[src/rtl/cel_pkg.sv]
`default_nettype none

package cel_pkg;

    localparam int CodeW = 16;
    localparam int SevW  = 8;
    localparam int WordW = 32;
    localparam int AgeW  = 8;
    localparam int OpW   = 3;
    localparam int CntW  = 5;

    localparam logic [OpW-1:0] OP_RECORD = 3'd0;
    localparam logic [OpW-1:0] OP_READ   = 3'd1;
    localparam logic [OpW-1:0] OP_CLEAR  = 3'd2;
    localparam logic [OpW-1:0] OP_LATEST = 3'd3;
    localparam logic [OpW-1:0] OP_COUNT  = 3'd4;

    localparam logic CFG_LOG_ENABLE  = 1'b0;
    localparam logic CFG_BOOT_NUMBER = 1'b1;

    typedef struct packed {
        logic [WordW-1:0] boot;
        logic [WordW-1:0] tms;
        logic [WordW-1:0] ctx;
        logic [SevW-1:0]  sev;
        logic [CodeW-1:0] code;
    } t_entry;

    // controller to datapath
    typedef struct packed {
        logic load;       // latch the input transaction
        logic rec;        // write an entry at the head
        logic clear;      // empty the ring
        logic rd_age;     // read the entry at the requested age
        logic rd_last;    // read the newest entry
        logic scan_clr;   // start a severity walk
        logic scan_step;  // read the next slot of the walk
        logic set_ok;
        logic set_ent;
        logic out_load;   // move the result into the output register
    } t_cmd;

    // datapath to controller
    typedef struct packed {
        logic [OpW-1:0] op;
        logic           log_en;
        logic           age_ok;
        logic           empty;
        logic           scan_done;
        logic           out_free;
    } t_sts;

endpackage

`default_nettype wire

[src/rtl/circular_error_log_top.sv]
// circular error log: a ring of LOG_DEPTH entries (code, severity, context,
// timestamp, boot number) driven by one request stream and one result stream.
// requests arrive on the s_axis channel, op in tuser, the entry fields and age
// index in tdata; every request gives exactly one result on m_axis, with the
// ok flag in tuser and the returned entry, match count and fill level in tdata.
// configuration writes (index 0 log enable, index 1 boot number) go through
// the cfg channel, which is always ready.
// one request is handled at a time. record, clear and misses go from the execute
// state straight to the finishing state, read and latest pass a read-wait state
// first; count by severity walks the held entries through the single read port
// of the entry memory, one per cycle. the next request is taken in the cycle
// after the result enters the output register.
// reset empties the ring, enables logging and zeroes the boot number; the
// memory itself is not cleared, only held entries are ever read.
// when the receiver stalls the result holds in the output register and the
// next result waits in the finishing state until the register frees.
`default_nettype none

module circular_error_log_top
    import cel_pkg::*;
#(
    parameter int LOG_DEPTH = 16
) (
    input  wire logic         i_clk,
    input  wire logic         i_rst_n,
    input  wire logic         i_s_axis_tvalid,
    output logic              o_s_axis_tready,
    // err_code[15:0], sev_level[23:16], context_word[55:24], now_ms[87:56],
    // age_index[95:88]
    input  wire logic [95:0]  i_s_axis_tdata,
    // op[2:0]
    input  wire logic [2:0]   i_s_axis_tuser,
    output logic              o_m_axis_tvalid,
    input  wire logic         i_m_axis_tready,
    // out_code[15:0], out_severity[23:16], out_context[55:24], out_time[87:56],
    // out_boot[119:88], match_count[124:120], fill_level[129:125], zeros above
    output logic [135:0]      o_m_axis_tdata,
    // ok[0]
    output logic              o_m_axis_tuser,
    input  wire logic         i_cfg_valid,
    output logic              o_cfg_ready,
    input  wire logic         i_cfg_index,
    input  wire logic [31:0]  i_cfg_data
);

    t_cmd            cmd;
    t_sts            sts;
    t_entry          entry;
    logic [CntW-1:0] match_count;
    logic [CntW-1:0] fill_level;

    assign o_cfg_ready = 1'b1;

    cel_ctrl u_ctrl (
        .i_clk      (i_clk),
        .i_rst_n    (i_rst_n),
        .i_in_valid (i_s_axis_tvalid),
        .o_in_ready (o_s_axis_tready),
        .i_sts      (sts),
        .o_cmd      (cmd)
    );

    cel_dp #(
        .LOG_DEPTH (LOG_DEPTH)
    ) u_dp (
        .i_clk          (i_clk),
        .i_rst_n        (i_rst_n),
        .i_cmd          (cmd),
        .o_sts          (sts),
        .i_op           (i_s_axis_tuser),
        .i_err_code     (i_s_axis_tdata[15:0]),
        .i_sev_level    (i_s_axis_tdata[23:16]),
        .i_context_word (i_s_axis_tdata[55:24]),
        .i_now_ms       (i_s_axis_tdata[87:56]),
        .i_age_index    (i_s_axis_tdata[95:88]),
        .i_cfg_valid    (i_cfg_valid),
        .i_cfg_index    (i_cfg_index),
        .i_cfg_data     (i_cfg_data),
        .o_out_valid    (o_m_axis_tvalid),
        .i_out_ready    (i_m_axis_tready),
        .o_ok           (o_m_axis_tuser),
        .o_entry        (entry),
        .o_match_count  (match_count),
        .o_fill_level   (fill_level)
    );

    assign o_m_axis_tdata = {6'b0, fill_level, match_count, entry};

endmodule

`default_nettype wire

[src/rtl/cel_ctrl.sv]
`default_nettype none

module cel_ctrl
    import cel_pkg::*;
(
    input  wire logic i_clk,
    input  wire logic i_rst_n,
    input  wire logic i_in_valid,
    output logic      o_in_ready,
    input  wire t_sts i_sts,
    output t_cmd      o_cmd
);

    typedef enum logic [2:0] {
        S_IDLE,
        S_EXEC,
        S_RDW,
        S_SCAN,
        S_FIN
    } t_state;

    t_state r_state, n_state;

    always_ff @(posedge i_clk) begin
        if (!i_rst_n) begin
            r_state <= S_IDLE;
        end else begin
            r_state <= n_state;
        end
    end

    always_comb begin
        n_state    = r_state;
        o_cmd      = '0;
        o_in_ready = 1'b0;
        case (r_state)
            S_IDLE: begin
                o_in_ready = 1'b1;
                if (i_in_valid) begin
                    o_cmd.load = 1'b1;
                    n_state    = S_EXEC;
                end
            end
            S_EXEC: begin
                n_state = S_FIN;
                case (i_sts.op)
                    OP_RECORD: begin
                        o_cmd.rec    = i_sts.log_en;
                        o_cmd.set_ok = i_sts.log_en;
                    end
                    OP_READ: begin
                        if (i_sts.age_ok) begin
                            o_cmd.rd_age  = 1'b1;
                            o_cmd.set_ok  = 1'b1;
                            o_cmd.set_ent = 1'b1;
                            n_state       = S_RDW;
                        end
                    end
                    OP_CLEAR: begin
                        o_cmd.clear  = 1'b1;
                        o_cmd.set_ok = 1'b1;
                    end
                    OP_LATEST: begin
                        if (!i_sts.empty) begin
                            o_cmd.rd_last = 1'b1;
                            o_cmd.set_ok  = 1'b1;
                            o_cmd.set_ent = 1'b1;
                            n_state       = S_RDW;
                        end
                    end
                    OP_COUNT: begin
                        o_cmd.scan_clr = 1'b1;
                        o_cmd.set_ok   = 1'b1;
                        n_state        = S_SCAN;
                    end
                    default: begin
                        n_state = S_FIN;
                    end
                endcase
            end
            S_RDW: begin
                n_state = S_FIN;
            end
            S_SCAN: begin
                // the compare of the last read lands on the edge that leaves
                if (i_sts.scan_done) begin
                    n_state = S_FIN;
                end else begin
                    o_cmd.scan_step = 1'b1;
                end
            end
            S_FIN: begin
                if (i_sts.out_free) begin
                    o_cmd.out_load = 1'b1;
                    n_state        = S_IDLE;
                end
            end
            default: begin
                n_state = S_IDLE;
            end
        endcase
    end

endmodule

`default_nettype wire

[src/rtl/cel_dp.sv]
`default_nettype none

module cel_dp
    import cel_pkg::*;
#(
    parameter int LOG_DEPTH = 16
) (
    input  wire logic                i_clk,
    input  wire logic                i_rst_n,
    input  wire t_cmd                i_cmd,
    output t_sts                     o_sts,
    input  wire logic [OpW-1:0]      i_op,
    input  wire logic [CodeW-1:0]    i_err_code,
    input  wire logic [SevW-1:0]     i_sev_level,
    input  wire logic [WordW-1:0]    i_context_word,
    input  wire logic [WordW-1:0]    i_now_ms,
    input  wire logic [AgeW-1:0]     i_age_index,
    input  wire logic                i_cfg_valid,
    input  wire logic                i_cfg_index,
    input  wire logic [WordW-1:0]    i_cfg_data,
    output logic                     o_out_valid,
    input  wire logic                i_out_ready,
    output logic                     o_ok,
    output t_entry                   o_entry,
    output logic [CntW-1:0]          o_match_count,
    output logic [CntW-1:0]          o_fill_level
);

    localparam int AW   = (LOG_DEPTH > 1) ? $clog2(LOG_DEPTH) : 1;
    localparam int CW   = $clog2(LOG_DEPTH + 1);
    localparam int AGW  = (CW > AgeW) ? CW : AgeW;
    localparam int SUMW = AGW + 1;

    t_entry r_mem [LOG_DEPTH];
    t_entry r_rdata;

    logic [OpW-1:0]   r_op;
    logic [CodeW-1:0] r_code;
    logic [SevW-1:0]  r_sev;
    logic [WordW-1:0] r_ctx;
    logic [WordW-1:0] r_tms;
    logic [AgeW-1:0]  r_age;

    logic             r_log_en;
    logic [WordW-1:0] r_boot;

    logic [AW-1:0]    r_wp;
    logic [CW-1:0]    r_held;
    logic [CW-1:0]    r_scan;
    logic [CW-1:0]    r_cnt;
    logic             r_cmp_vld;
    logic             r_ok;
    logic             r_ent;

    logic             r_ovalid;
    logic             r_ook;
    t_entry           r_oentry;
    logic [CntW-1:0]  r_omatch;
    logic [CntW-1:0]  r_ofill;

    logic             full;
    logic [SUMW-1:0]  age_sum;
    logic [SUMW-1:0]  age_wrap;
    logic [AW-1:0]    age_slot;
    logic [AW-1:0]    last_slot;
    logic [AW-1:0]    wp_next;
    logic [AW-1:0]    rd_addr;
    logic             rd_en;

    assign full      = (r_held == CW'(LOG_DEPTH));
    assign age_sum   = SUMW'(full ? r_wp : '0) + SUMW'(r_age);
    assign age_wrap  = (age_sum >= SUMW'(LOG_DEPTH)) ? age_sum - SUMW'(LOG_DEPTH) : age_sum;
    assign age_slot  = age_wrap[AW-1:0];
    assign last_slot = (r_wp == '0) ? AW'(LOG_DEPTH - 1) : r_wp - AW'(1);
    assign wp_next   = (r_wp == AW'(LOG_DEPTH - 1)) ? '0 : r_wp + AW'(1);

    // held entries are the physical slots below the fill level
    assign rd_addr = i_cmd.rd_age  ? age_slot :
                     i_cmd.rd_last ? last_slot : r_scan[AW-1:0];
    assign rd_en   = i_cmd.rd_age | i_cmd.rd_last | i_cmd.scan_step;

    always_ff @(posedge i_clk) begin
        if (i_cmd.rec) begin
            r_mem[r_wp] <= '{boot: r_boot, tms: r_tms, ctx: r_ctx, sev: r_sev, code: r_code};
        end
        if (rd_en) begin
            r_rdata <= r_mem[rd_addr];
        end
    end

    always_ff @(posedge i_clk) begin
        if (i_cmd.load) begin
            r_op   <= i_op;
            r_code <= i_err_code;
            r_sev  <= i_sev_level;
            r_ctx  <= i_context_word;
            r_tms  <= i_now_ms;
            r_age  <= i_age_index;
        end
        if (i_cmd.out_load) begin
            r_ook    <= r_ok;
            r_oentry <= r_ent ? r_rdata : '0;
            r_omatch <= CntW'(r_cnt);
            r_ofill  <= CntW'(r_held);
        end
    end

    always_ff @(posedge i_clk) begin
        if (!i_rst_n) begin
            r_log_en  <= 1'b1;
            r_boot    <= '0;
            r_wp      <= '0;
            r_held    <= '0;
            r_scan    <= '0;
            r_cnt     <= '0;
            r_cmp_vld <= 1'b0;
            r_ok      <= 1'b0;
            r_ent     <= 1'b0;
            r_ovalid  <= 1'b0;
        end else begin
            if (i_cfg_valid) begin
                case (i_cfg_index)
                    CFG_LOG_ENABLE:  r_log_en <= i_cfg_data[0];
                    CFG_BOOT_NUMBER: r_boot   <= i_cfg_data;
                    default:         r_boot   <= r_boot;
                endcase
            end

            if (i_cmd.load) begin
                r_ok  <= 1'b0;
                r_ent <= 1'b0;
                r_cnt <= '0;
            end else begin
                if (i_cmd.set_ok) begin
                    r_ok <= 1'b1;
                end
                if (i_cmd.set_ent) begin
                    r_ent <= 1'b1;
                end
                if (i_cmd.scan_clr) begin
                    r_cnt <= '0;
                end else if (r_cmp_vld && r_rdata.sev == r_sev) begin
                    r_cnt <= r_cnt + CW'(1);
                end
            end

            if (i_cmd.rec) begin
                r_wp <= wp_next;
                if (!full) begin
                    r_held <= r_held + CW'(1);
                end
            end else if (i_cmd.clear) begin
                r_wp   <= '0;
                r_held <= '0;
            end

            if (i_cmd.scan_clr) begin
                r_scan <= '0;
            end else if (i_cmd.scan_step) begin
                r_scan <= r_scan + CW'(1);
            end
            r_cmp_vld <= i_cmd.scan_step;

            if (i_cmd.out_load) begin
                r_ovalid <= 1'b1;
            end else if (i_out_ready) begin
                r_ovalid <= 1'b0;
            end
        end
    end

    assign o_sts.op        = r_op;
    assign o_sts.log_en    = r_log_en;
    assign o_sts.age_ok    = (AGW'(r_age) < AGW'(r_held));
    assign o_sts.empty     = (r_held == '0);
    assign o_sts.scan_done = (r_scan == r_held);
    assign o_sts.out_free  = !r_ovalid || i_out_ready;

    assign o_out_valid   = r_ovalid;
    assign o_ok          = r_ook;
    assign o_entry       = r_oentry;
    assign o_match_count = r_omatch;
    assign o_fill_level  = r_ofill;

endmodule

`default_nettype wire

[config.mk]
export PLATFORM = sky130hd
export DESIGN_NAME = circular_error_log_top
export DESIGN_NICKNAME = d
export VERILOG_FILES = /design/src/rtl/cel_pkg.sv /design/src/rtl/circular_error_log_top.sv /design/src/rtl/cel_ctrl.sv /design/src/rtl/cel_dp.sv
export SDC_FILE = /design/constraint.sdc
export NUM_CORES = 2
export LEC_CHECK = 0
export ABC_AREA = 1
export BUFFER_PORTS_ARGS = -buffer_cell sky130_fd_sc_hd__buf_2
export CORE_MARGIN = 1.5
export CORE_UTILIZATION = 25
export CTS_CLUSTER_DIAMETER = 60
export DETAILED_ROUTE_END_ITERATION = 8
export PLACE_DENSITY_LB_ADDON = 0.25
export RECOVER_POWER = 25
export SYNTH_ARGS = -nofsm -noshare
export SYNTH_HDL_FRONTEND = slang
export SYNTH_SLANG_ARGS = --single-unit
export TNS_END_PERCENT = 20
[constraint.sdc]
create_clock -name i_clk -period 8.8 [get_ports i_clk]
set_input_delay 0.88 -clock i_clk [delete_from_list [all_inputs] [get_ports i_clk]]
set_output_delay 0.88 -clock i_clk [all_outputs]
set_load 0.01 [all_outputs]
==> results.cfg <==
[run_status]
status = finished, violations left
violations = max-capacitance violations, max-slew violations

[power_and_ir_drop]
power.leakage_nw = 47.0
p_comb_frac = 0.020
p_seq_frac = 0.529
ir_drop_v = 0.000139
clkPwrFrac = 0.452
switching_power_mw = 5.09
swShare = 0.212
pwr_density_cell_nw_per_um2 = 211
p_int_mw = 18.9
power.total_mw = 24.0

[floorplanning]
fp.dieArea_sq_um = 398000
die_w_um = 631
rows = 230
core_area_sq_um = 392000
ios = 277
initial_core_util = 0.251
die_h_um = 631

[global_routing]
grtUsageTotal = 0.153
antenna_found_initial = 42
grt_max_degree = 173
grt_pass1_vias = 63900
grt_first_pass_wirelength_um = 450000
grt_overflow = 0

[hold_path]
worstHoldPathCells = 1
hp-class = input port to flop

[yosys]
ys_seq_area_frac = 0.704
ys_warn_count = 0
syn_area_per_cell_sq_um = 10.8
synthCells = 9109
synthTopCellsByCount = 2296 x nand3_1, 2270 x edfxtp_1, 2087 x inv_1, 1632 x nand2_1, 232 x clkbuf_1
synth_edf_count = 2270
yosysTopAreaCellShare = 0.692
ys_ff_latch = 2329
synth_area_sq_um = 98500
synthTopCellsByArea = edfxtp_1 69%, nand3_1 12%, inv_1 8.0%
synthArstFlopShare = 0
yosys_most_used_dff = edfxtp_1
yosysMostFrequentCell = nand3_1
yosysUniqueCellTypes = 40
yosysTopAreaCell = edfxtp_1

[clocking]
path_clk_slew_ps = 60
cts_sinks = 2329
cts_made_buffers = 269
clk_latency_ps = 850
htree_num_levels = 5
cts_tree = built
cts_root_buffer = clkbuf_16
postCtsHoldBufs = 0
cts_setup_buffers = 0
clockBufferDepth = 4
cts-resized-gates = 0

[finish]
syn2layout_area_growth_pct = 15.6
multi_input_area_sq_um = 19300
seq_area_sq_um = 69400
postLayoutCellArea_sq_um = 114000
drive_gt1_frac = 0.0786
fillers = 40000
nets = 9415

[drt]
via_per_inst = 4.41
wire_per_inst_um = 21.2
drt_iter0_markers = 5727
drt-pass1-iter-count = 6
ant_nets = 0
drcViolationCount = 0
routed_wl_um = 312000
num_vias = 64600

[critical_path]
critical-path-slowest-cell = buf_4
cp_max_fo = 50
cp-start-kind = flop
slowest_delay_ps = 750
cp_common_cell = buf_4
crit_path_cell_trace = inv_1 -> ha_1 -> nand4_1 -> nor2_1 -> ha_1 -> fa_1 -> xor2_1 -> or2_1 -> o21ai_4 -> buf_4 -> buf_4 -> buf_4 -> nand3_1 -> nand3_1 -> nand2_1
r2r_cells = 15
setup.worst_path.end_class = flop
cp.required_ps = 9380
worstSetupPathType = flop to flop
arrival_ps = 5670

[sta]
setup_violations = 0
finalMaxSlewViolations = 39
finalHoldViolCount = 0
worst_slack_ps = 3710
skew_ps = 38.2
finalCritPeriodShare = 0.578
tns_ps = 0
relSlewSlack = -0.300
fmax_ghz = 0.196
tightestPinTransition_ps = 1950
rsz0062_at_grt = false
layout_min_cycle_time_ps = 5090

[place]
place_ws_ps = 3760
place_congestion = 0.757
numPortBuffers = 269
placed_area_sq_um = 106000
dp_hpwl_um = 151000

[job]
drv_cap = 1
cells by family (layout without fill, tap and decap cells):
group | count (synthesis) | count (layout) | share of synthesized area
and+or+nand+nor | 4087 | 4087 | 0.186
AOI/OAI and AO/OA | 72 | 72 | 0.00408
adders and majority gates | 17 | 17 | 0.00224
xor gates and xnor gates | 12 | 12 | 0.00107
DFF | 2329 | 2329 | 0.704
other | 2 | 11 | 0.0000762
buffers and inverters | 2590 | 2926 | 0.102
state kept, by name, indices dropped and copies added, names as in the netlist, 4 cells and up:
| register | count |
|---|---|
| u_dp.o_entry | 120 |
| u_dp.o_fill_level | 5 |
| u_dp.o_match_count | 5 |
| u_dp.r_age | 8 |
| u_dp.r_boot | 32 |
| u_dp.r_cnt | 5 |
| u_dp.r_code | 16 |
| u_dp.r_ctx | 32 |
| u_dp.r_held | 5 |
| u_dp.r_mem | 1920 |
| u_dp.r_rdata | 120 |
| u_dp.r_scan | 5 |
| u_dp.r_sev | 8 |
| u_dp.r_tms | 32 |
| u_dp.r_wp | 4 |
stage by stage:
stage / util / std cells / hold slack, ps
2_1_floorplan: - / 9114 / 409
3_3_place_gp: 0.269 / 14200 / 432
3_5_place_dp: 0.269 / 14200 / 429
4_1_cts: 0.290 / 14700 / 135
5_1_grt: 0.290 / 14700 / 164
6_report: 0.290 / 14700 / 211
worst paths after layout:
kind | start | end | slack, ps
setup / recovery | u_dp.r_held[0] | u_dp.r_rdata[20] | 3710
hold / removal | i_s_axis_tdata[94] | u_dp.r_age[6] | 210
setup reg to reg | u_dp.r_held[0] | u_dp.r_rdata[20] | 3710
hold reg to reg | u_dp.r_ok | u_dp.o_ok | 450
power by group through the flow:
stage | clock network, mW | registers [mW] | logic [mW]
floorplan | 0 | 12.8 | 0.207
global placement | 0 | 12.9 | 0.492
CTS | 11.1 | 12.7 | 0.494
global route | 11.5 | 12.7 | 0.523
finish | 10.9 | 12.7 | 0.469
detailed placement | 0 | 12.9 | 0.492
final cells by class:
class                      instances  share of cell area
clock buffer                     345              0.0651
clock inverter                   115             0.00857
tap                             5220              0.0574
timing repair buffer             371              0.0208
multi-input combinational       4195               0.169
inverter                        2095              0.0693
antenna                            4           0.0000879
sequential                      2329               0.609
critical path, delay by kind of cell, from the launching register on:
kind                     cells  cell delay [ps]
adder cells (fa/ha/maj)      3              880
buffers and inverters        4             2130
AO/OA/AOI/OAI                1              160
XOR/XNOR                     1              170
flip-flops                   1              430
AND/OR/NAND/NOR              6              920
per-layer routing:
metal	global-route usage	part of all wire	vias up
li1	-	-	30100
met1	0.206	0.45	32400
met2	0.257	0.48	1721
met3	0.0219	0.053	446
met4	0.0395	0.024	22
met5	0	0.00045	-
cell usage in the layout, fill, tap and decap left out, types with 2 or more instances in the layout:
cell type / count
o21ai_4: 2
clkbuf_8: 14
nor2_1: 102
inv_8: 3
nand2_4: 2
nor3b_1: 3
or2_2: 8
buf_4: 75
dfxtp_1: 58
nor2_4: 19
bufinv_16: 15
clkbuf_1: 101
clkinv_4: 3
clkinv_2: 41
o21ai_0: 39
nand4_1: 10
clkinv_1: 38
clkbuf_16: 281
o21ai_1: 3
nor4_1: 2
nor3_1: 8
nand3_1: 2295
diode_2: 4
conb_1: 7
clkinvlp_4: 7
inv_1: 2085
buf_12: 26
xor2_1: 4
nand2_1: 1630
nand2_8: 3
inv_2: 6
xnor2_1: 8
ha_1: 16
buf_2: 219
a21oi_1: 19
edfxtp_1: 2270
inv_6: 12
(Power assumes the default switching activity.)
